## config.mk

```make
export PLATFORM = sky130hd
export DESIGN_NAME = opr_mod_cell
export DESIGN_NICKNAME = d
export VERILOG_FILES = /design/src/rtl/opr_pkg.sv /design/src/rtl/opr_mod_cell.sv
export SDC_FILE = /design/constraint.sdc
export NUM_CORES = 1
export LEC_CHECK = 0
export ABC_CLOCK_PERIOD_IN_PS = 800
export BUFFER_PORTS_ARGS = -buffer_cell sky130_fd_sc_hd__buf_2
export CAP_MARGIN = 10
export CORE_AREA = 2 2 116 118
export CTS_BUF_LIST = sky130_fd_sc_hd__clkbuf_4 sky130_fd_sc_hd__clkbuf_8 sky130_fd_sc_hd__clkbuf_16
export DETAILED_ROUTE_END_ITERATION = 8
export DIE_AREA = 0 0 118 120
export PLACE_DENSITY = 0.72
export SETUP_SLACK_MARGIN = 0.1
export SYNTH_ARGS = -nofsm -noshare
export SYNTH_HDL_FRONTEND = slang
export SYNTH_SLANG_ARGS = --single-unit
```

## constraint.sdc

```tcl
create_clock -name clk -period 0.8 [get_ports clk]
set_clock_uncertainty 0.1 [all_clocks]
set_input_delay 0 -clock clk [delete_from_list [all_inputs] [get_ports clk]]
set_output_delay 0 -clock clk [all_outputs]
set_load 0.005 [all_outputs]
```

## src/rtl/opr_pkg.sv

```systemverilog
// opr_pkg: shared types, fixed-point constants and the arctangent table
// for the orbit point rotation step block
// no dependencies
package opr_pkg;

	localparam int FRAC_BITS_DEF = 16;
	localparam int CORDIC_STEPS_DEF = 16;

	localparam int CFG_IDX_W = 3;
	localparam int TW = 36;
	localparam int XW = 32;

	localparam logic [CFG_IDX_W-1:0] REG_ANGVEL_X = 3'd0;
	localparam logic [CFG_IDX_W-1:0] REG_ANGVEL_Y = 3'd1;
	localparam logic [CFG_IDX_W-1:0] REG_ANGVEL_Z = 3'd2;
	localparam logic [CFG_IDX_W-1:0] REG_CENTER_X = 3'd3;
	localparam logic [CFG_IDX_W-1:0] REG_CENTER_Y = 3'd4;
	localparam logic [CFG_IDX_W-1:0] REG_CENTER_Z = 3'd5;

	localparam logic [26:0] DEG2RAD_Q32 = 27'd74961321;
	localparam logic signed [TW-1:0] TWO_PI_Q32 = 36'sd26986075409;
	localparam logic signed [TW-1:0] PI_Q32 = 36'sd13493037705;
	localparam logic signed [TW-1:0] HALF_PI_Q32 = 36'sd6746518852;
	localparam logic signed [XW-1:0] GAIN_Q29 = 32'sd326016437;
	localparam logic signed [XW-1:0] ONE_Q29 = 32'sd536870912;

	typedef struct packed {
		logic signed [31:0] pos_x;
		logic signed [31:0] pos_y;
		logic signed [31:0] pos_z;
		logic [15:0] step_time;
	} opr_in_t;

	typedef struct packed {
		logic signed [31:0] new_x;
		logic signed [31:0] new_y;
		logic signed [31:0] new_z;
	} opr_out_t;

	// item travelling alongside the angle pipeline
	typedef struct packed {
		logic vld;
		logic neg;
		logic signed [32:0] dx;
		logic signed [32:0] dy;
		logic signed [32:0] dz;
	} opr_side_t;

	// values derived from the configuration, static while items flow
	typedef struct packed {
		logic [31:0] spd;
		logic slow;
		logic signed [31:0] k_x;
		logic signed [31:0] k_y;
		logic signed [31:0] k_z;
		logic signed [31:0] cen_x;
		logic signed [31:0] cen_y;
		logic signed [31:0] cen_z;
	} opr_axis_t;

	function automatic logic [31:0] atan_q32(input int idx);
		logic [31:0] v;
		case (idx)
			0: v = 32'd3373259426;
			1: v = 32'd1991351318;
			2: v = 32'd1052175346;
			3: v = 32'd534100635;
			4: v = 32'd268086748;
			5: v = 32'd134174063;
			6: v = 32'd67103403;
			7: v = 32'd33553749;
			8: v = 32'd16777131;
			9: v = 32'd8388597;
			10: v = 32'd4194303;
			11: v = 32'd2097152;
			12: v = 32'd1048576;
			13: v = 32'd524288;
			14: v = 32'd262144;
			15: v = 32'd131072;
			16: v = 32'd65536;
			17: v = 32'd32768;
			18: v = 32'd16384;
			19: v = 32'd8192;
			20: v = 32'd4096;
			21: v = 32'd2048;
			22: v = 32'd1024;
			23: v = 32'd512;
			24: v = 32'd256;
			25: v = 32'd128;
			26: v = 32'd64;
			27: v = 32'd32;
			28: v = 32'd16;
			29: v = 32'd8;
			30: v = 32'd4;
			31: v = 32'd2;
			default: v = 32'd0;
		endcase
		return v;
	endfunction

endpackage

```

## src/rtl/opr_mod_cell.sv

```systemverilog
// opr_mod_cell: one cell of the angle reduction chain, takes off two pi
// shifted left by STEP if it fits
// depends on opr_pkg
module opr_mod_cell import opr_pkg::*; #(
	parameter int ANG_W = 48,
	parameter int STEP = 0
) (
	input logic clk,
	input logic arst_n,
	input logic [ANG_W-1:0] ang,
	input opr_side_t side,
	output logic [ANG_W-1:0] ang_q,
	output opr_side_t side_q
);

	localparam logic [ANG_W-1:0] SUB = ANG_W'($unsigned(TWO_PI_Q32)) << STEP;

	always_ff @(posedge clk or negedge arst_n) begin
		if (!arst_n) begin
			side_q <= '0;
			ang_q <= '0;
		end else begin
			side_q <= side;
			ang_q <= (ang >= SUB) ? ang - SUB : ang;
		end
	end

endmodule

```

# Word-level counts from Yosys, hierarchy flattened
# Cells that the tools add are included.
# W data, S select, Z words.
word_totals:
  regBits: 149
  input_bits: 151
  output_inout_bits: 149
  elab_cells: 9
classes:
  add_sub_neg: 1
  magnitude_cmp: 1
  mux: 1
ops:
  columns: ["cell", "count"]
  rows:
  - ["$ge A48 B35 Y1 const B", 1]
  - ["$mux W48", 1]
  - ["$sub A48 B35 Y48 const B", 1]

# Longest topological paths before layout
depth:
  ltp_word: 2
  ltp_mapped: 10

# Worst setup path after synthesis
# Ideal clock, no wire load.
synth_path:
  path_type: "in2reg"
  startpoint: "input ang[1]"
  endpoint: "register ang_q[31]"
  arrival_ns: 1.868
  required_time_ns: 0.565
  slack_ns: -1.303
  stages: 10
  cell_sequence: "inv_1 ha_1 or3b_1 a21oi_1 o311ai_0 a2111o_1 nand2_4 buf_4 a211oi_1 xor2_1"
synth_between:
  elab_chain_cells: 2
  elab_cells_between_ends: 3
  cone_classes: "add/sub (1); order compare (1); mux (1)"
synth_rtl:
  columns: ["item", "line_no", "rtl"]
  rows:
  - ["from (decl)", "opr_mod_cell.sv:10", "input logic [ANG_W-1:0] ang,"]
  - ["$sub A48 B35 Y48 / $ge A48 B35 Y1 (equally long branches)", "opr_mod_cell.sv:24", "ang_q <= (ang >= SUB) ? ang - SUB : ang;"]
  - ["$mux W48 (*)", "opr_mod_cell.sv:24", null]
  - ["to (signal assigned)", "opr_mod_cell.sv:24", null]
  - ["to (decl)", "opr_mod_cell.sv:12", "output logic [ANG_W-1:0] ang_q,"]
# Every way passes the cells marked *; elsewhere a longest branch is shown, timed or not.

# Final worst setup path
layout_path:
  startpoint: "input ang[29]"
  endpoint: "register ang_q[41]"
# Same word-level chain as after synthesis.

==> metrics list <==
- After synthesis the cells add up to 0.00516 mm².
- For this run, the number of Yosys warnings is 0.
- After floorplanning, the core was sized to cover 0.0130 mm².
- I/O pin total: 300
* Placed standard-cell area: 0.00801 mm²
- Violations in the final reports: negative hold slack, negative setup slack
- The tree is rooted in a clkbuf_16.
- Length of the first detailed-routing pass in iterations: 5
- The tool flagged a number of max-cap violations equal to 0.
* Psw: 4.68 mW
- Final critical-path share of the clock period: 234%
* Run status: complete, but fails checks
- Leakage power of the design: 4.95 nW
* Number of port buffers: 299
- Worst Setup End Kind: flip-flop
- In this run the worst hold path is classified as input pin to async pin.
* Per-cell via count in the routed design: 5.05
* Total routing resource utilization after global routing: 33.0%
* Fraction of power consumed by the clock network: 40.5%
- Of all cell types, the one taking the most synthesized area is dfrtp_1.
* Initial Utilization: 39.8%
* Unrepaired setup endpoints after global routing: true
- Congestion Overflow GR: 0
- Leaving out fill and tap cells, the most frequent cell in the layout is buf_2.
- Of all flip-flops after synthesis, the portion carrying an async set or reset was 100%.
- Flop and latch count out of synthesis: 149
* Number of instances in the placed design: 944
* Reg clk slew, reported paths: 60 ps
- Flip-flop and latch area: 0.00373 mm²
- Headroom to the max-slew limit came out at 49.9%.
* Bufs on Longest Clock Path: 2
* Area of all placed cells without fillers: 0.0102 mm²
- Worst-margin pin slew: 744 ps
- In this run the remaining antenna-violating nets after routing total 0.
- At the worst endpoint, the required time is 1010 ps.
* Setup Crit Path Kind: input pin to flip-flop
* Share of synthesized area occupied by flip-flops and latches: 72.3%
* Die Wd: 118 µm
- The number of pins exceeding their max-slew limit in the final report came to 0.
- Top cell type's share of synthesized area: 72.3%
* Vert. Die Dim: 120 µm
* Top library cells by usage in the layout, fill and taps aside: 284 x buf_2, 149 x dfrtp_1, 114 x buf_4, 106 x dlygate4sd3_1, 25 x xor2_1
- Yosys mapped the design onto 56 distinct sky130hd cell types.
* Pin count of the biggest net entering global routing: 40
- Iter 0 DRT Violations: 629
* Rows: 42
* Areal power density over the cells: 1860 mW/mm²
- After synthesis, the mean cell area works out to 14.3 µm².
- Cell internal power dissipation: 14.3 mW
- Final setup viols: 197
- In the post-synthesis netlist, the biggest area contributors are dfrtp_1 72%, xor2_1 4.2%, xnor2_1 3.4%, nand2_1 1.7%, nor4_1 1.3%.
- At the end of routability-driven placement, the weighted congestion stood at 0.921.
* Hold Violations, Final: 183
- The number of global-route vias before repair is 5861.
* Global-route wire length before repair: 34.5 mm
- Clock period minus final worst setup slack: 1870 ps
- Wire length per cell: 21.6 µm
* VDD IR-drop max: 1.61 mV
- Clock tree sinks: 149
- Fill cells in the final layout number 724.
- Final net count: 1056
- Number of remaining DRC errors: 0
- Per report_power, the combinational group accounts for 16.2% of the total.
* Detailed-placement wirelength estimate: 14.6 mm
* Maximum fanout along the worst path: 3
- Data on the critical path arrives at its endpoint at 2080 ps.
- In this run, CTS created clock tree buffers numbering 17.
- Nature of the critical path startpoint: input pin
- Net switching is 24.7% of the power.
- Non-filler instance count after layout: 1094
- Synthesized netlist cell count: 360
- The routed design has 23.7 mm of wire.
- Antenna violations before repair: 5
- Max H-tree Level: 4
- Final setup slack of the worst path: -1070 ps
- Static timing analysis puts the maximum clock frequency at 535 MHz.
- Area of the die: 0.0142 mm²
- Sequential cells burn 43.3% of the power.
* TritonCTS clock tree: built
- Most used DFF post-synth: dfrtp_1
- Count of vias placed by the detailed router: 5525
- In the final layout, the multi-input gates occupy 0.00189 mm².
- Of the cells placed in the final design, the portion with a size suffix greater than 1 is 58.1%.
- Fin Hold WS: -667 ps
* Layout overhead on the synthesized area: 97.7%
- Post-synth net total: 513
- Number of enable-type register cells in the synthesized netlist: 0
==> critical path: stages <==
cell     delay (ps)
buf_6            90
or2_4           240
or4_4           530
nor3_4          190
a311o_2         260
nand3_1         120
or4b_4          500
xnor2_1         140
==> cell type report <==
type	count	area share [%]
sequential	149	36.6
clock buffer	23	4.80
clock inverter	8	0.748
antenna	3	0.0736
multi-input combinational	200	18.5
inverter	4	0.294
tap	176	2.16
timing repair buffer	531	36.9
==> synthesized netlist by cell type (2+ instances only) <==
| cell type | count |
|---|---|
| nand4_1 | 8 |
| or3_1 | 3 |
| nor2_1 | 16 |
| o31a_1 | 2 |
| inv_1 | 4 |
| a2111oi_2 | 2 |
| or2_2 | 3 |
| nor3_1 | 7 |
| nor3b_1 | 3 |
| buf_4 | 2 |
| clkbuf_1 | 2 |
| a31oi_1 | 2 |
| o21ai_0 | 12 |
| a21o_1 | 4 |
| xnor2_1 | 20 |
| nor2b_1 | 2 |
| buf_2 | 2 |
| ha_1 | 2 |
| nand3b_1 | 2 |
| nor4b_1 | 2 |
| nor4_1 | 11 |
| nand2_1 | 24 |
| nand3_1 | 6 |
| xor2_1 | 25 |
| a211oi_1 | 3 |
| a21oi_1 | 12 |
| o21a_1 | 2 |
| dfrtp_1 | 149 |
==> through the flow <==
step | setup slack (ps) | setup TNS (ps) | util (%) | power (mW)
2_1_floorplan | -1250 | -56520 | - | 8.82
3_3_place_gp | -1450 | -67190 | 61.7 | 10.5
3_5_place_dp | -1520 | -70010 | 61.7 | 10.6
4_1_cts | -953 | -76840 | 77.0 | 18.8
5_1_grt | -1100 | -84740 | 78.6 | 19.5
6_report | -1070 | -78240 | 78.6 | 18.9
==> power groups by stage <==
stage	Combinational (mW)	Clock [mW]	Sequential, mW
floorplan	0.471	0	8.35
global placement	2.25	0	8.29
detailed placement	2.29	0	8.29
CTS	2.89	7.71	8.18
global route	3.25	8.05	8.23
finish	3.07	7.68	8.20
==> per-layer routing <==
| metal | part of all wire [%] | global-route usage, % | up-vias |
|---|---|---|---|
| li1 | - | - | 2348 |
| met1 | 36 | 37.0 | 2740 |
| met2 | 50 | 56.0 | 332 |
| met3 | 7.8 | 11.1 | 101 |
| met4 | 5.8 | 17.4 | 4 |
| met5 | 0.097 | 0 | - |
==> worst max path at each step <==
stage                  from                   to  slack, ps  cells after the start
finish              ang[29]  ang_q[41]$_DFF_PN0_      -1070                      8
global route        ang[29]  ang_q[41]$_DFF_PN0_      -1100                      8
CTS                 ang[29]  ang_q[41]$_DFF_PN0_       -950                      8
detailed placement  ang[29]  ang_q[43]$_DFF_PN0_      -1520                      9
global placement    ang[29]  ang_q[46]$_DFF_PN0_      -1450                      9
floorplan            ang[0]  ang_q[41]$_DFF_PN0_      -1250                      7
==> cells by family after synthesis <==
family,Yosys count,synth area share [%]
compound gates,52,7.47
xor+xnor,45,7.64
fa+ha+maj,2,0.485
buf+inv,11,1.14
flops,149,72.3
simple gates,101,11.0
==> registers in the layout, indices dropped and copies added, names as in the netlist <==
| name | flops |
|---|---|
| ang_q | 48 |
| side_q | 101 |
==> repair_timing <==
| action | 4_1_cts | 5_1_grt |
|---|---|---|
| gates cloned | 0 | 2 |
| endpoints found under the setup margin | 197 | 211 |
| setup buffers | 6 | 2 |
| gates resized for setup | 59 | 24 |
| pin swaps | 17 | 16 |
| endpoints found under the hold margin | 298 | 196 |
| hold buffers | 106 | 2 |
Power figures use the tool's default switching activity.
