[config.mk]
export PLATFORM = sky130hd
export DESIGN_NAME = opr_cordic_cell
export DESIGN_NICKNAME = d
export VERILOG_FILES = /design/src/rtl/opr_pkg.sv /design/src/rtl/opr_cordic_cell.sv
export SDC_FILE = /design/constraint.sdc
export NUM_CORES = 1
export LEC_CHECK = 0
export BUFFER_PORTS_ARGS = -buffer_cell sky130_fd_sc_hd__buf_4
export CORE_AREA = 3 3 157 159
export DETAILED_ROUTE_END_ITERATION = 16
export DIE_AREA = 0 0 160 162
export PLACE_DENSITY = 0.82
export SETUP_SLACK_MARGIN = 0.3
export SYNTH_ARGS = -nofsm -noshare
export SYNTH_HDL_FRONTEND = slang
export SYNTH_SLANG_ARGS = --single-unit
[constraint.sdc]
create_clock -name clk -period 1.25 [get_ports clk]
set_clock_uncertainty 0.05 [all_clocks]
set_input_delay 0.125 -clock clk [delete_from_list [all_inputs] [get_ports clk]]
set_output_delay 0.125 -clock clk [all_outputs]
set_load 0.03 [all_outputs]
[src/rtl/opr_pkg.sv]
// opr_pkg: shared types, fixed-point constants and the arctangent table
// for the orbit point rotation step block
// no dependencies
package opr_pkg;

	localparam int FRAC_BITS_DEF = 16;
	localparam int CORDIC_STEPS_DEF = 16;

	localparam int CFG_IDX_W = 3;
	localparam int TW = 36;
	localparam int XW = 32;

	localparam logic [CFG_IDX_W-1:0] REG_ANGVEL_X = 3'd0;
	localparam logic [CFG_IDX_W-1:0] REG_ANGVEL_Y = 3'd1;
	localparam logic [CFG_IDX_W-1:0] REG_ANGVEL_Z = 3'd2;
	localparam logic [CFG_IDX_W-1:0] REG_CENTER_X = 3'd3;
	localparam logic [CFG_IDX_W-1:0] REG_CENTER_Y = 3'd4;
	localparam logic [CFG_IDX_W-1:0] REG_CENTER_Z = 3'd5;

	localparam logic [26:0] DEG2RAD_Q32 = 27'd74961321;
	localparam logic signed [TW-1:0] TWO_PI_Q32 = 36'sd26986075409;
	localparam logic signed [TW-1:0] PI_Q32 = 36'sd13493037705;
	localparam logic signed [TW-1:0] HALF_PI_Q32 = 36'sd6746518852;
	localparam logic signed [XW-1:0] GAIN_Q29 = 32'sd326016437;
	localparam logic signed [XW-1:0] ONE_Q29 = 32'sd536870912;

	typedef struct packed {
		logic signed [31:0] pos_x;
		logic signed [31:0] pos_y;
		logic signed [31:0] pos_z;
		logic [15:0] step_time;
	} opr_in_t;

	typedef struct packed {
		logic signed [31:0] new_x;
		logic signed [31:0] new_y;
		logic signed [31:0] new_z;
	} opr_out_t;

	// item travelling alongside the angle pipeline
	typedef struct packed {
		logic vld;
		logic neg;
		logic signed [32:0] dx;
		logic signed [32:0] dy;
		logic signed [32:0] dz;
	} opr_side_t;

	// values derived from the configuration, static while items flow
	typedef struct packed {
		logic [31:0] spd;
		logic slow;
		logic signed [31:0] k_x;
		logic signed [31:0] k_y;
		logic signed [31:0] k_z;
		logic signed [31:0] cen_x;
		logic signed [31:0] cen_y;
		logic signed [31:0] cen_z;
	} opr_axis_t;

	function automatic logic [31:0] atan_q32(input int idx);
		logic [31:0] v;
		case (idx)
			0: v = 32'd3373259426;
			1: v = 32'd1991351318;
			2: v = 32'd1052175346;
			3: v = 32'd534100635;
			4: v = 32'd268086748;
			5: v = 32'd134174063;
			6: v = 32'd67103403;
			7: v = 32'd33553749;
			8: v = 32'd16777131;
			9: v = 32'd8388597;
			10: v = 32'd4194303;
			11: v = 32'd2097152;
			12: v = 32'd1048576;
			13: v = 32'd524288;
			14: v = 32'd262144;
			15: v = 32'd131072;
			16: v = 32'd65536;
			17: v = 32'd32768;
			18: v = 32'd16384;
			19: v = 32'd8192;
			20: v = 32'd4096;
			21: v = 32'd2048;
			22: v = 32'd1024;
			23: v = 32'd512;
			24: v = 32'd256;
			25: v = 32'd128;
			26: v = 32'd64;
			27: v = 32'd32;
			28: v = 32'd16;
			29: v = 32'd8;
			30: v = 32'd4;
			31: v = 32'd2;
			default: v = 32'd0;
		endcase
		return v;
	endfunction

endpackage

[src/rtl/opr_cordic_cell.sv]
// opr_cordic_cell: one rotation-mode cordic iteration with its fixed
// arctangent and shift
// depends on opr_pkg
module opr_cordic_cell import opr_pkg::*; #(
	parameter int IDX = 0
) (
	input logic clk,
	input logic arst_n,
	input logic signed [XW-1:0] x,
	input logic signed [XW-1:0] y,
	input logic signed [TW-1:0] t,
	input opr_side_t side,
	output logic signed [XW-1:0] x_q,
	output logic signed [XW-1:0] y_q,
	output logic signed [TW-1:0] t_q,
	output opr_side_t side_q
);

	localparam logic signed [TW-1:0] AT = $signed({{(TW-32){1'b0}}, atan_q32(IDX)});

	always_ff @(posedge clk or negedge arst_n) begin
		if (!arst_n) begin
			side_q <= '0;
			x_q <= '0;
			y_q <= '0;
			t_q <= '0;
		end else begin
			side_q <= side;
			if (!t[TW-1]) begin
				x_q <= x - (y >>> IDX);
				y_q <= y + (x >>> IDX);
				t_q <= t - AT;
			end else begin
				x_q <= x + (y >>> IDX);
				y_q <= y - (x >>> IDX);
				t_q <= t + AT;
			end
		end
	end

endmodule

==> reports/qor.tcl, run 1 <==
set qor(error_text_reported_by_the_tool) {[ERROR DPL-0038] Utilization greater than 100%, impossible to legalize}
set qor(netlist_instances) 1282
set qor(cts_buffer_depth) 2
set qor(io_buffer_count) 403
set qor(netlist_area_pre_place_um2) 12250
set qor(tritoncts_num_sinks) 200
set qor(die_y_um) 162
set qor(num_rows) 56
set qor(htreeDepth) 4
set qor(ctsHoldBuffers) 106
set qor(initial_utilization_pct) 52.35
set qor(post-dp-hpwl_um) 42130
set qor(synthFlopType) {dfrtp_1}
set qor(design.portCount) 404
set qor(status) {stopped before the end}
set qor(postCtsSetupRepairBufs) 58
set qor(postCtsResizedCells) 474
set qor(gp_congestion) 0.9818
set qor(cts_inserted_buffers) 17
set qor(number_of_flops_mapped_to_enable_cells_by_yosys) 0
set qor(synth_cell_types) 76
set qor(synth.ff_latch_count) 200
set qor(syn_area_per_cell_um2) 9.557
set qor(placedCellCount) 2372
set qor(synth.yosys.seq_area_share_pct) 40.85
set qor(chipWidth_um) 160
set qor(synth_async_sr_flop_share_pct) 100.0
set qor(ys_warn_count) 0
set qor(clockRootBuffer) {clkbuf_16}
set qor(stop_stage) {4_1_cts}
set qor(synth_nets) 1619
[synthesized netlist by cell type (all sizes together) (18+ instances only)]
master / count / area [um2]
nand2: 66 / 247.7
nor3: 20 / 105.1
ha: 130 / 1627
a21o: 54 / 405.4
inv: 102 / 382.9
nor2: 89 / 334.1
o21ai: 85 / 425.4
mux2i: 18 / 180.2
dfrtp: 200 / 5005
xnor2: 72 / 638.1
clkbuf: 34 / 127.6
xor2: 18 / 157.7
buf: 22 / 101.4
nand3: 19 / 95.09
a21oi: 129 / 645.6
[logic make-up after synthesis]
kind of cell,synth area share [%]
multiplexers,1.562
buffers and inverters,5.086
flip-flops,40.85
AO/OA/AOI/OAI,21.24
XOR/XNOR,6.495
adder cells (fa/ha/maj),13.93
AND/OR/NAND/NOR,10.84
[through the flow]
step / hold WS (ns) / setup WS [ns] / TNS (ns) / instance area [um2] / util, %
3_5_place_dp: 0.05808 / -1.590 / -105.49 / 19350 / 82.69
2_1_floorplan: -0.2206 / -1.256 / -64.97 / 13030 / -
3_3_place_gp: 0.05445 / -1.530 / -100.76 / 19350 / 82.69
==> inputs of run 2 (changes only) <==
--- a/config.mk
+++ b/config.mk
@@ -6,11 +6,10 @@
 export NUM_CORES = 1
 export LEC_CHECK = 0
 export BUFFER_PORTS_ARGS = -buffer_cell sky130_fd_sc_hd__buf_4
-export CORE_AREA = 3 3 157 159
+export CORE_MARGIN = 3
+export CORE_UTILIZATION = 40
 export DETAILED_ROUTE_END_ITERATION = 16
-export DIE_AREA = 0 0 160 162
-export PLACE_DENSITY = 0.82
-export SETUP_SLACK_MARGIN = 0.3
+export PLACE_DENSITY_LB_ADDON = 0.15
 export SYNTH_ARGS = -nofsm -noshare
 export SYNTH_HDL_FRONTEND = slang
 export SYNTH_SLANG_ARGS = --single-unit
==> run 2 against run 1 <==
- the flow now finishes, with violations (setup timing)
- synthesized cell count is the same
- area after synthesis is the same
==> reports/qor.tcl, run 2 <==
set qor(num_vias) 14449
set qor(die_area_um2) 32760
set qor(placedInstanceArea_um2) 19320
set qor(number_of_antenna_violations_at_the_first_check_in_global_routing) 6
set qor(synth.yosys.seq_area_share_pct) 40.85
set qor(final_cell_mix) {794 x buf_4, 200 x dfrtp_1, 106 x dlygate4sd3_1, 90 x ha_1, 84 x buf_6}
set qor(gp_congestion) 0.9765
set qor(io_buffer_count) 403
set qor(clockRootBuffer) {clkbuf_16}
set qor(multi_input_comb_area_um2) 8842
set qor(worst_slack_ns) -1.074
set qor(setup_viol_count_final) 84
set qor(dr.first_iter.drc_count) 1199
set qor(cap_violations) 0
set qor(htreeDepth) 4
set qor(required_ns) 1.54
set qor(status) {complete, but fails checks}
set qor(achievable-frequency_mhz) 430.2
set qor(cts_inserted_buffers) 17
set qor(total_leakage_power_nw) 11.50
set qor(placedCellCount) 2434
set qor(cts_buffer_depth) 2
set qor(placeableCoreArea_um2) 29870
set qor(post_synth_most_frequent_cells) {200 x dfrtp_1, 130 x ha_1, 129 x a21oi_1}
set qor(drt_pre_antenna_iters) 6
set qor(flow.area_growth_from_synthesis_pct) 93.88
set qor(failed_checks) {setup timing}
set qor(synthMostInstantiatedCell) {dfrtp_1}
set qor(clock_pin_slew_reported_for_the_worst_setup_and_hold_paths_after_clock_tree_synthesis_ns) 0.08
set qor(first_pass_grt_wire_length_um) 84150
set qor(routed_via_count_divided_by_cell_count) 5.440
set qor(synth.ff_latch_count) 200
set qor(power_mw) 26.64
set qor(wl_per_cell_um) 22.42
set qor(power_density_nw_per_um2) 1121
set qor(largest_register) {side_q}
set qor(ys_warn_count) 0
set qor(slew_headroom_pct) 56.26
set qor(synth.top_cell.area_share_pct) 40.85
set qor(regArea_um2) 5005
set qor(setup.worst_path.end_class) {flop}
set qor(dpl_worst_slack_ns) -1.547
set qor(rsz_0062_raised_after_global_routing) {true}
set qor(synth_async_sr_flop_share_pct) 100.0
set qor(design.portCount) 404
set qor(final_std_cells_w_o_fill) 2656
set qor(die_y_um) 181.0
set qor(largest_reg_flops) 101
set qor(cell_type_with_the_largest_total_area_after_synthesis) {dfrtp_1}
set qor(chipWidth_um) 181.0
set qor(synth_nets) 1619
set qor(hold_viol_final) 0
set qor(syn_area_per_cell_um2) 9.557
set qor(worst-setup-path-type) {input port to flop}
set qor(grt_pass1_vias) 14781
set qor(cts_tree) {done}
set qor(report.final.slew_viol_count) 0
set qor(arrival_ns) 2.62
set qor(initial_utilization_pct) 41.01
set qor(synthFlopType) {dfrtp_1}
set qor(timing.final.crit_period_ns) 2.324
set qor(num_rows) 63
set qor(synth_cell_types) 76
set qor(grt_use_total_pct) 32.57
set qor(final_common_cell) {buf_4}
set qor(finalWirelength_um) 59540
set qor(worstPathMaxFanout) 7
set qor(finalCritPeriodShare_pct) 186.0
set qor(tightestPinTransition_ns) 0.6562
set qor(critPathLaunchType) {input port}
set qor(worst_ir_drop_vdd_uv) 962.9
set qor(grt_remaining_overflow) 0
set qor(post-dp-hpwl_um) 39120
set qor(grt_start_max_net_pins) 47
set qor(fillCellCount) 1762
set qor(tritoncts_num_sinks) 200
set qor(finalInstanceArea_um2) 23750
set qor(number_of_flops_mapped_to_enable_cells_by_yosys) 0
set qor(post_route_cells_drive_above_1_share_pct) 55.54
set qor(biggestRegsByFlops) {side_q x101, t_q x36, x_q x32}
set qor(netlist_area_pre_place_um2) 12250
set qor(drt_drc_violations_left) 0
set qor(min-delay-path-class) {input port to flop}
set qor(netlist_instances) 1282
set qor(ant_nets) 0
set qor(fin_nets) 2582
set qor(yosys-top-cells-area) {dfrtp_1 41%, ha_1 13%, a21oi_1 5.3%}
-- run 2: kinds of logic (layout without fill, tap and decap cells) --
logic type               count (synthesis)  after routing  synth area share [%]
adder cells (fa/ha/maj)                134            134                 13.93
AO/OA/AOI/OAI                          402            402                 21.24
AND/OR/NAND/NOR                        276            276                 10.84
other                                    0              8                     0
buffers and inverters                  161           1137                 5.086
flip-flops                             200            200                 40.85
multiplexers                            19             19                 1.562
XOR/XNOR                                90             90                 6.495
-- run 2: final timing paths --
check / endpoint / slack [ns] / cells past startpoint / from
min in group asynchronous: side_q[25] / 0.10 / 2 / arst_n
min: t_q[34] / 0.03 / 4 / t[34]
max: y_q[26] / -1.07 / 14 / y[9]
max in group asynchronous: side_q[89] / 0.43 / 3 / arst_n
-- run 2: cell type report --
class,count,area share (%)
Multi-Input combinational cell,921,37.22
Sequential cell,200,21.07
Tap cell,390,2.054
Inverter,105,2.012
Timing Repair Buffer,1000,34.81
Clock inverter,15,0.9534
Clock buffer,17,1.791
Antenna cell,8,0.08428
-- run 2: critical path, cell delays in order --
cell	delay (ns)
buf_8	0.10
inv_4	0.05
ha_4	0.21
buf_4	0.14
buf_4	0.16
a21oi_2	0.16
o21ai_1	0.12
a21oi_2	0.13
a21bo_4	0.26
o41ai_4	0.37
o211ai_1	0.25
o21ai_0	0.29
o21ai_2	0.09
xor2_1	0.16
-- run 2: metal layers --
metal | vias up | routed length, um | global-route usage (%) | part of all wire [%]
met4 | 2 | 3798 | 15.45 | 6.4
li1 | 6412 | - | - | -
met1 | 7063 | 21580 | 37.45 | 36
met3 | 211 | 3656 | 4.208 | 6.1
met2 | 761 | 30500 | 59.83 | 51
met5 | - | 7 | 0 | 0.012
-- run 2: what timing repair did --
item | CTS | global route
pin swaps | 145 | 132
buffers inserted | 57 | 38
cloned | 1 | 0
resized for setup | 240 | 187
endpoints found under the hold margin | 305 | 0
endpoints found under the setup margin | 83 | 90
hold buffers | 106 | 0
-- run 2: power by group --
group / switching [mW] / internal (mW) / leakage [nW] / total (mW)
sequential: 0.367 / 7.34 / 2.33 / 7.70
combinational: 6.88 / 5.75 / 8.85 / 12.6
clock: 3.13 / 3.17 / 0.319 / 6.30
-- run 2: per-stage QoR --
stage	TNS (ns)	hold slack (ns)	utilization, %
2_1_floorplan	-65.03	-0.2206	-
3_3_place_gp	-96.58	0.01395	64.66
3_5_place_dp	-97.58	0.01315	64.66
4_1_cts	-48.03	0.01903	75.81
5_1_grt	-59.94	0.03794	79.49
6_report	-56.02	0.02956	79.51
Note: power is estimated with default switching activity, not from simulation.
