File: config.mk
export PLATFORM = sky130hd
export DESIGN_NAME = opr_cfg
export DESIGN_NICKNAME = d
export VERILOG_FILES = /design/src/rtl/opr_pkg.sv /design/src/rtl/opr_cfg.sv
export SDC_FILE = /design/constraint.sdc
export NUM_CORES = 2
export LEC_CHECK = 0
export BUFFER_PORTS_ARGS = -buffer_cell sky130_fd_sc_hd__clkbuf_2
export CAP_MARGIN = 20
export CORE_MARGIN = 3
export CORE_UTILIZATION = 60
export CTS_CLUSTER_DIAMETER = 120
export DETAILED_ROUTE_END_ITERATION = 12
export PLACE_DENSITY = 0.82
export SLEW_MARGIN = 20
export SYNTH_ARGS = -nofsm -noshare
export SYNTH_HDL_FRONTEND = slang
export SYNTH_SLANG_ARGS = --single-unit
File: constraint.sdc
create_clock -name clk -period 20.7 [get_ports clk]
set_input_delay 4.14 -clock clk [delete_from_list [all_inputs] [get_ports clk]]
set_output_delay 4.14 -clock clk [all_outputs]
set_load 0.01 [all_outputs]
File: src/rtl/opr_pkg.sv
// opr_pkg: shared types, fixed-point constants and the arctangent table
// for the orbit point rotation step block
// no dependencies
package opr_pkg;

	localparam int FRAC_BITS_DEF = 16;
	localparam int CORDIC_STEPS_DEF = 16;

	localparam int CFG_IDX_W = 3;
	localparam int TW = 36;
	localparam int XW = 32;

	localparam logic [CFG_IDX_W-1:0] REG_ANGVEL_X = 3'd0;
	localparam logic [CFG_IDX_W-1:0] REG_ANGVEL_Y = 3'd1;
	localparam logic [CFG_IDX_W-1:0] REG_ANGVEL_Z = 3'd2;
	localparam logic [CFG_IDX_W-1:0] REG_CENTER_X = 3'd3;
	localparam logic [CFG_IDX_W-1:0] REG_CENTER_Y = 3'd4;
	localparam logic [CFG_IDX_W-1:0] REG_CENTER_Z = 3'd5;

	localparam logic [26:0] DEG2RAD_Q32 = 27'd74961321;
	localparam logic signed [TW-1:0] TWO_PI_Q32 = 36'sd26986075409;
	localparam logic signed [TW-1:0] PI_Q32 = 36'sd13493037705;
	localparam logic signed [TW-1:0] HALF_PI_Q32 = 36'sd6746518852;
	localparam logic signed [XW-1:0] GAIN_Q29 = 32'sd326016437;
	localparam logic signed [XW-1:0] ONE_Q29 = 32'sd536870912;

	typedef struct packed {
		logic signed [31:0] pos_x;
		logic signed [31:0] pos_y;
		logic signed [31:0] pos_z;
		logic [15:0] step_time;
	} opr_in_t;

	typedef struct packed {
		logic signed [31:0] new_x;
		logic signed [31:0] new_y;
		logic signed [31:0] new_z;
	} opr_out_t;

	// item travelling alongside the angle pipeline
	typedef struct packed {
		logic vld;
		logic neg;
		logic signed [32:0] dx;
		logic signed [32:0] dy;
		logic signed [32:0] dz;
	} opr_side_t;

	// values derived from the configuration, static while items flow
	typedef struct packed {
		logic [31:0] spd;
		logic slow;
		logic signed [31:0] k_x;
		logic signed [31:0] k_y;
		logic signed [31:0] k_z;
		logic signed [31:0] cen_x;
		logic signed [31:0] cen_y;
		logic signed [31:0] cen_z;
	} opr_axis_t;

	function automatic logic [31:0] atan_q32(input int idx);
		logic [31:0] v;
		case (idx)
			0: v = 32'd3373259426;
			1: v = 32'd1991351318;
			2: v = 32'd1052175346;
			3: v = 32'd534100635;
			4: v = 32'd268086748;
			5: v = 32'd134174063;
			6: v = 32'd67103403;
			7: v = 32'd33553749;
			8: v = 32'd16777131;
			9: v = 32'd8388597;
			10: v = 32'd4194303;
			11: v = 32'd2097152;
			12: v = 32'd1048576;
			13: v = 32'd524288;
			14: v = 32'd262144;
			15: v = 32'd131072;
			16: v = 32'd65536;
			17: v = 32'd32768;
			18: v = 32'd16384;
			19: v = 32'd8192;
			20: v = 32'd4096;
			21: v = 32'd2048;
			22: v = 32'd1024;
			23: v = 32'd512;
			24: v = 32'd256;
			25: v = 32'd128;
			26: v = 32'd64;
			27: v = 32'd32;
			28: v = 32'd16;
			29: v = 32'd8;
			30: v = 32'd4;
			31: v = 32'd2;
			default: v = 32'd0;
		endcase
		return v;
	endfunction

endpackage

File: src/rtl/opr_cfg.sv
// opr_cfg: configuration registers and the setup sequencer that derives
// speed and unit axis (radian conversion, bit-serial sqrt, serial divide)
// depends on opr_pkg
module opr_cfg import opr_pkg::*; #(
	parameter int FRAC_BITS = FRAC_BITS_DEF
) (
	input logic clk,
	input logic arst_n,
	input logic cfg_valid,
	output logic cfg_ready,
	input logic [CFG_IDX_W-1:0] cfg_index,
	input logic [31:0] cfg_data,
	output logic seq_busy,
	output opr_axis_t axis
);

	localparam logic [31:0] SPEED_MIN = 32'((64'd1 << (FRAC_BITS + 5)) / 64'd1000000);

	localparam logic [2:0] S_IDLE = 3'd0;
	localparam logic [2:0] S_CONV = 3'd1;
	localparam logic [2:0] S_SQ = 3'd2;
	localparam logic [2:0] S_SQRT = 3'd3;
	localparam logic [2:0] S_DIV = 3'd4;

	logic [2:0] state_q;
	logic [4:0] cnt_q;
	logic [1:0] comp_q;
	logic [1:0] comp_nx;
	logic signed [31:0] angvel_q [3];
	logic signed [31:0] center_q [3];
	logic [26:0] wmag_q [3];
	logic wneg_q [3];
	logic signed [31:0] k_q [3];
	logic [53:0] sum_q;
	logic [63:0] v_q;
	logic [63:0] r_q;
	logic [63:0] bit_q;
	logic [31:0] spd_q;
	logic [31:0] rem_q;
	logic [31:0] quo_q;

	logic wr;
	logic av_wr;
	logic [31:0] mag;
	logic [59:0] rad;
	logic [53:0] sq;
	logic [53:0] sum_n;
	logic [63:0] rb;
	logic sq_ge;
	logic [63:0] r_n;
	logic [32:0] rs;
	logic [32:0] rsub;
	logic dge;
	logic [31:0] rem_n;
	logic [31:0] quo_n;

	assign cfg_ready = (state_q == S_IDLE);
	assign seq_busy = (state_q != S_IDLE);
	assign wr = cfg_valid && cfg_ready;
	assign av_wr = wr && (cfg_index == REG_ANGVEL_X || cfg_index == REG_ANGVEL_Y
		|| cfg_index == REG_ANGVEL_Z);

	always_comb begin
		comp_nx = (comp_q == 2'd2) ? 2'd0 : comp_q + 2'd1;
		mag = angvel_q[comp_q][31] ? 32'(-angvel_q[comp_q]) : 32'(angvel_q[comp_q]);
		rad = 60'(mag) * 60'(DEG2RAD_Q32) + 60'h0_0000_8000_0000;
		sq = 54'(wmag_q[comp_q]) * 54'(wmag_q[comp_q]);
		sum_n = sum_q + sq;
		rb = r_q + bit_q;
		sq_ge = (v_q >= rb);
		r_n = sq_ge ? ((r_q >> 1) + bit_q) : (r_q >> 1);
		rs = {rem_q, 1'b0};
		rsub = rs - {1'b0, spd_q};
		dge = (rs >= {1'b0, spd_q});
		rem_n = dge ? rsub[31:0] : rs[31:0];
		quo_n = {quo_q[30:0], dge};
	end

	always_ff @(posedge clk or negedge arst_n) begin
		if (!arst_n) begin
			state_q <= S_IDLE;
			cnt_q <= '0;
			comp_q <= '0;
			spd_q <= '0;
			for (int i = 0; i < 3; i++) begin
				angvel_q[i] <= '0;
				center_q[i] <= '0;
			end
		end else begin
			if (wr) begin
				unique case (cfg_index)
					REG_ANGVEL_X: angvel_q[0] <= cfg_data;
					REG_ANGVEL_Y: angvel_q[1] <= cfg_data;
					REG_ANGVEL_Z: angvel_q[2] <= cfg_data;
					REG_CENTER_X: center_q[0] <= cfg_data;
					REG_CENTER_Y: center_q[1] <= cfg_data;
					REG_CENTER_Z: center_q[2] <= cfg_data;
					default: ;
				endcase
			end
			unique case (state_q)
				S_IDLE: begin
					if (av_wr) begin
						state_q <= S_CONV;
						comp_q <= '0;
					end
				end
				S_CONV: begin
					comp_q <= comp_nx;
					if (comp_q == 2'd2) state_q <= S_SQ;
				end
				S_SQ: begin
					comp_q <= comp_nx;
					cnt_q <= '0;
					if (comp_q == 2'd2) state_q <= S_SQRT;
				end
				S_SQRT: begin
					cnt_q <= cnt_q + 5'd1;
					if (cnt_q == 5'd31) begin
						spd_q <= r_n[31:0];
						state_q <= S_DIV;
					end
				end
				S_DIV: begin
					cnt_q <= cnt_q + 5'd1;
					if (cnt_q == 5'd31) begin
						comp_q <= comp_nx;
						if (comp_q == 2'd2) state_q <= S_IDLE;
					end
				end
				default: state_q <= S_IDLE;
			endcase
		end
	end

	always_ff @(posedge clk) begin
		unique case (state_q)
			S_CONV: begin
				wmag_q[comp_q] <= rad[58:32];
				wneg_q[comp_q] <= angvel_q[comp_q][31];
				sum_q <= '0;
			end
			S_SQ: begin
				sum_q <= sum_n;
				if (comp_q == 2'd2) begin
					v_q <= {sum_n, 10'b0};
					r_q <= '0;
					bit_q <= 64'd1 << 62;
				end
			end
			S_SQRT: begin
				if (sq_ge) v_q <= v_q - rb;
				r_q <= r_n;
				bit_q <= bit_q >> 2;
				rem_q <= {2'b0, wmag_q[0], 3'b0};
				quo_q <= '0;
			end
			S_DIV: begin
				if (cnt_q == 5'd31) begin
					k_q[comp_q] <= wneg_q[comp_q] ? -$signed(quo_n) : $signed(quo_n);
					rem_q <= {2'b0, wmag_q[comp_nx], 3'b0};
					quo_q <= '0;
				end else begin
					rem_q <= rem_n;
					quo_q <= quo_n;
				end
			end
			default: ;
		endcase
	end

	always_comb begin
		axis.spd = spd_q;
		axis.slow = (spd_q <= SPEED_MIN);
		axis.k_x = k_q[0];
		axis.k_y = k_q[1];
		axis.k_z = k_q[2];
		axis.cen_x = center_q[0];
		axis.cen_y = center_q[1];
		axis.cen_z = center_q[2];
	end

endmodule

# Word level (Yosys, flattened, before mapping)
# Memories as Yosys holds them, arrays and structs flattened.
# Cells that the tools add are included.
[word_totals]
ramBits = 180
wordCells = 115
out_inout_bits = 227
input_bits = 38
register_bits = 543
mem_count = 3
[classes]
magnitude_cmp = 4
n_bitwise = 1
n_addsub = 10
eq_ne = 18
n_mux = 36
reduce_logical = 25
multipliers = 2
[mem_list]
columns = ["name", "words", "word_bits", "read_ports", "rd_ports_with_merged_regs", "write_ports", "line_no", "rtl"]
rows = [
  ["k_q", 3, 32, 3, 0, 1, "opr_cfg.sv:33", "logic signed [31:0] k_q [3];"],
  ["wmag_q", 3, 27, 3, 0, 1, "opr_cfg.sv:31", "logic [26:0] wmag_q [3];"],
  ["wneg_q", 3, 1, 1, 0, 1, "opr_cfg.sv:32", "logic wneg_q [3];"],
]
[op_table]
columns = ["op", "n"]
rows = [
  ["64-bit case mux with 2 select lines", 3],
  ["64-bit 2-to-1 mux", 5],
  ["32-bit 2-to-1 mux", 6],
  ["54-bit case mux with 2 select lines", 1],
  ["63-bit by 64-bit adder with 64-bit output", 1],
  ["64-bit adder", 1],
  ["32-bit binary-select mux with 2-bit select", 1],
  ["64-bit greater-or-equal comparator", 1],
  ["32-bit negation", 2],
  ["32-bit case mux with 2 select lines", 1],
  ["64-bit subtractor", 1],
  ["31-bit case mux with 2 select lines", 1],
  ["59-bit by 32-bit adder with 59-bit output, second input constant", 1],
  ["32-bit by 27-bit multiplier with 59-bit output, second input constant", 1],
  ["54-bit adder", 1],
  ["27-bit by 27-bit multiplier with 54-bit output", 1],
  ["33-bit by 32-bit greater-or-equal comparator with 1-bit output", 1],
  ["32-bit by 2-bit <= comparator with 1-bit output, second input constant", 1],
  ["32-bit subtractor", 1],
  ["31-bit 2-to-1 mux", 1],
  ["3-bit 2-to-1 mux", 6],
  ["2-bit AND reduction", 8],
  ["3-bit case mux with 5 select lines", 1],
  ["3-bit by 2-bit == test with 1-bit output, second input constant", 4],
  ["22 further kinds", 45],
]

# Depth between registers and ports, before layout
[logic_depth]
ltp_word = 8
ltp_mapped = 40
mapped_depth_nobuf = 37

# Worst setup path before layout
# No wires, ideal clock.
[synth_timing]
path_kind = "register to register"
start = "register comp_q[1]"
end = "register v_q[0] (enable)"
setup_time_ns = 0.583
stages_incl_launch_ff = 10
period_less_slack_ns = 14.249
required_ns = 20.117
path_slack_ns = 6.451
arrival_ns = 13.666
path_buffers = 6
cell_sequence = "dfrtp_1 buf_6 buf_8 buf_8 buf_4 buf_1 clkbuf_1 nand2b_1 a21boi_0 a21boi_0"
[synth_between]
elab_chain_len = 3
[synth_lines]
columns = ["element", "line_no", "rtl"]
rows = [
  ["start: declaration", "opr_cfg.sv:27", "logic [1:0] comp_q;"],
  ["start signal: assignment", "opr_cfg.sv:109", "comp_q <= comp_nx;"],
  ["start signal: assignment", "opr_cfg.sv:113", "comp_q <= comp_nx;"],
  ["start signal: assignment", "opr_cfg.sv:127", "comp_q <= comp_nx;"],
  ["2-bit == test", "opr_cfg.sv:145", "if (comp_q == 2'd2) begin"],
  ["2-bit inequality test (no line)", "-", ""],
  ["3-bit AND reduction (no line)", "-", ""],
  ["end signal: assignment", "opr_cfg.sv:146", "v_q <= {sum_n, 10'b0};"],
  ["end signal: assignment", "opr_cfg.sv:152", "if (sq_ge) v_q <= v_q - rb;"],
  ["end: declaration", "opr_cfg.sv:35", "logic [63:0] v_q;"],
]
# Every way passes these cells.
# A chain may end at the register's enable or synchronous reset.

# Final worst setup path
[layout_timing]
start = "register comp_q[1]"
end = "memory wmag_q[1][26], data pin"
[layout_between]
elab_chain_len = 8
[layout_lines]
columns = ["element", "line_no", "rtl"]
rows = [
  ["2-bit inverter with 3-bit output (not written as such) (*)", "opr_cfg.sv:65", "mag = angvel_q[comp_q][31] ? 32'(-angvel_q[comp_q]) : 32'(angvel_q[comp_q]);"],
  ["32-bit binary-select mux with 2-bit select (*)", "opr_cfg.sv:65", ""],
  ["32-bit 2-to-1 mux (not written as such) (*) (2 in a row)", "opr_cfg.sv:65", ""],
  ["32-bit negation", "opr_cfg.sv:65", ""],
  ["32-bit 2-to-1 mux (*)", "opr_cfg.sv:65", ""],
  ["32-bit by 27-bit multiplier with 59-bit output (*)", "opr_cfg.sv:66", "rad = 60'(mag) * 60'(DEG2RAD_Q32) + 60'h0_0000_8000_0000;"],
  ["59-bit by 32-bit adder with 59-bit output (*)", "opr_cfg.sv:66", ""],
  ["named net rad[58]", "opr_cfg.sv:45", "logic [59:0] rad;"],
  ["end: declaration", "opr_cfg.sv:31", ""],
]
# Mark *: on every way through the listed nets, which the timed path passes. The rest lies on a longest branch. The select of a mux whose other input is x is not followed.

==> run summary <==
status: finished, final reports clean
initial antenna violation count: 2
dpl ws: 9.416 ns
Syn Nets: 8880
syn_area_per_cell: 10.21 sq um
Worst Tran Pin Value: 1.102 ns
Critical Path RT: 21.07 ns
cells on worst reg2reg path: 33
total grt overflow: 0
synth unique cells: 99
die footprint: 127000 sq um
Layout area overhead: 7.560%
Via density: 5.990
register area share after synthesis: 0.2657
fmax: 88.24 MHz
# IOs: 265
via count: 54464
post-cts repair resize count: 0
flops & latches, synth: 691
Setup crit start: comp_q[1]
Worst Setup EP: wmag_q[1][26]
final-report hold violation count: 0
Setup Fix Bufs, Post-CTS: 0
layout cells sized above 1: 0.09853
RR Endpoint: wmag_q[1][26]
Critical Path AT: 11.70 ns
highest routed layer: met5
Netlist Area Pre-Place: 73680 sq um
Hold Buf Count CTS: 0
Clock Tree Root: clkbuf_16
FILL cells: 9071
most common cell after layout, fill and taps aside: inv_1
Pins Over Slew Limit: 0
final instance area: 79250 sq um
first drt pass iteration count: 9
worst setup margin: 9.368 ns
worst-skew pair later-pin latency: 0.66 ns
Remaining DRCs: 0
most frequent cells in the layout: 1387 x inv_1, 957 x fa_1, 672 x ha_1
number of cells on the critical path: 33
clk sinks: 691
Max-Cap Viols: 0
Final min period: 11.33 ns
Ant. Diodes: 0
Detail Route met3 WL: 16360 microns
starting density of the core: 0.6093
WS Path Type: reg2reg
Hold Slack: 0.5039 ns
Slowest Stage Delay on Critical Path: 0.84 ns
CP delay by family, top: adder cells
Final period util: 0.5475
startpoint type of the worst setup path: flop
hpwl dp: 160000 microns
critical path endpoint category: flop
DRT iter0 DRCs: 5428
first-pass GRT wire length: 319300 microns
Main synth FF type: edfxtp_1
worst reg-to-reg setup slack: 9.37 ns
Slew Limit Headroom: 0.2655
H-tree depth: 3
footprint of the multi-input gates: 48070 sq um
Clock Path Buffers: 3
largest net degree at the start of global routing: 107
critical path's slowest cell: dfrtp_4
Synth Warn #: 0
Routed Wire Length: 203100 microns
clk slew on worst S/H paths: 0.06 ns
Post-Route Skew: 0.03817 ns
PortBufs: 264
RSZ-0062 raised after global routing: false
Placed Area: 76840 sq um
WL met1: 76210 microns
final setup TNS: 0 ns
Cells after Synth: 7213
Nets: 9088
min-delay worst type: reg2reg
Die X: 356.4 microns
Final Wtd Congestion: 0.9989
WP buf/inv: 6
met2 WL: 98560 microns
number of global-route vias before repair: 57182
Die H: 356.4 microns
most used cell, CP: fa_1
EDFF count, synth: 457
CTS Buf Count: 75
Total Routing Usage GR: 0.3231
sequential cell area: 19590 sq um
CTS tree: done
depth of the worst hold-timing path: 1
CP Max Fanout: 63
routed len/inst: 22.33 microns
asr flop ratio synth: 0.3386
DRT antenna net count: 0
core area: 120900 sq um
final setup fails: 0
reg-to-reg startpoint: comp_q[1]
Row Count: 127
[per-layer routing]
layer | vias up | global-route usage
li1 | 24093 | -
met1 | 27147 | 0.4098
met2 | 2561 | 0.5382
met3 | 659 | 0.05567
met4 | 4 | 0.1590
met5 | - | 0
[per-stage QoR]
stage	utilization	instances
4_1_cts	0.6551	9091
5_1_grt	0.6554	9092
2_1_floorplan	-	7213
3_5_place_dp	0.6354	8955
6_report	0.6554	9092
3_3_place_gp	0.6354	8955
[how the worst min path moves through the flow]
stage / from / to / slack, ns
6_report: axis[19] / axis[19] / 0.50
5_1_grt: axis[93] / axis[93] / 0.51
4_1_cts: cnt_q[3] / cnt_q[3] / 0.50
3_5_place_dp: axis[27] / axis[27] / 0.49
3_3_place_gp: cnt_q[3] / cnt_q[3] / 0.47
2_1_floorplan: cnt_q[3] / cnt_q[3] / 0.44
[kinds of logic after synthesis]
| family | count (synthesis) | synth area share |
|---|---|---|
| adders and majority gates | 1630 | 0.3743 |
| AOI/OAI and AO/OA | 1125 | 0.09712 |
| xor gates and xnor gates | 382 | 0.04699 |
| muxes | 282 | 0.04164 |
| buffers and inverters | 1611 | 0.08317 |
| and+or+nand+nor | 1492 | 0.09109 |
| DFF | 691 | 0.2657 |
[worst reg2reg max path: cells and delay by family (launching register included)]
family          cells  cell delay, ns
compound gates      7            1.34
xor+xnor            1            0.79
fa+ha+maj           9            3.94
buf+inv             6            1.48
flops               1            0.84
mux                 1            0.23
simple gates        9            2.42
[sequential cells by signal (all words and copies together) (netlist names), 54 cells and up]
name and count:
k_q 96, sum_q 54, v_q 64, angvel_q 96
axis 96, wmag_q 81, r_q 64
[final cells by class]
class | count | area share
Tap cell | 1612 | 0.02545
Sequential cell | 691 | 0.2471
Clock buffer | 103 | 0.02589
Inverter | 1401 | 0.06640
Clock inverter | 33 | 0.004152
Timing Repair Buffer | 341 | 0.02434
Multi-Input combinational cell | 4911 | 0.6066
[cell usage after synthesis, types with 182 or more instances]
library cell / instances / area (sq um)
ha_1: 672 / 8408
dfrtp_1: 234 / 5856
a21oi_1: 272 / 1361
edfxtp_1: 457 / 13720
mux2_2: 196 / 2207
o21ai_0: 296 / 1481
xor2_1: 189 / 1655
xnor2_1: 182 / 1594
fa_1: 957 / 19160
inv_1: 1388 / 5210
nand2_1: 566 / 2125
nor2_1: 487 / 1828
Power is not shown: default switching activity piles up to over one toggle a cycle in this logic, so the estimate is an artifact.
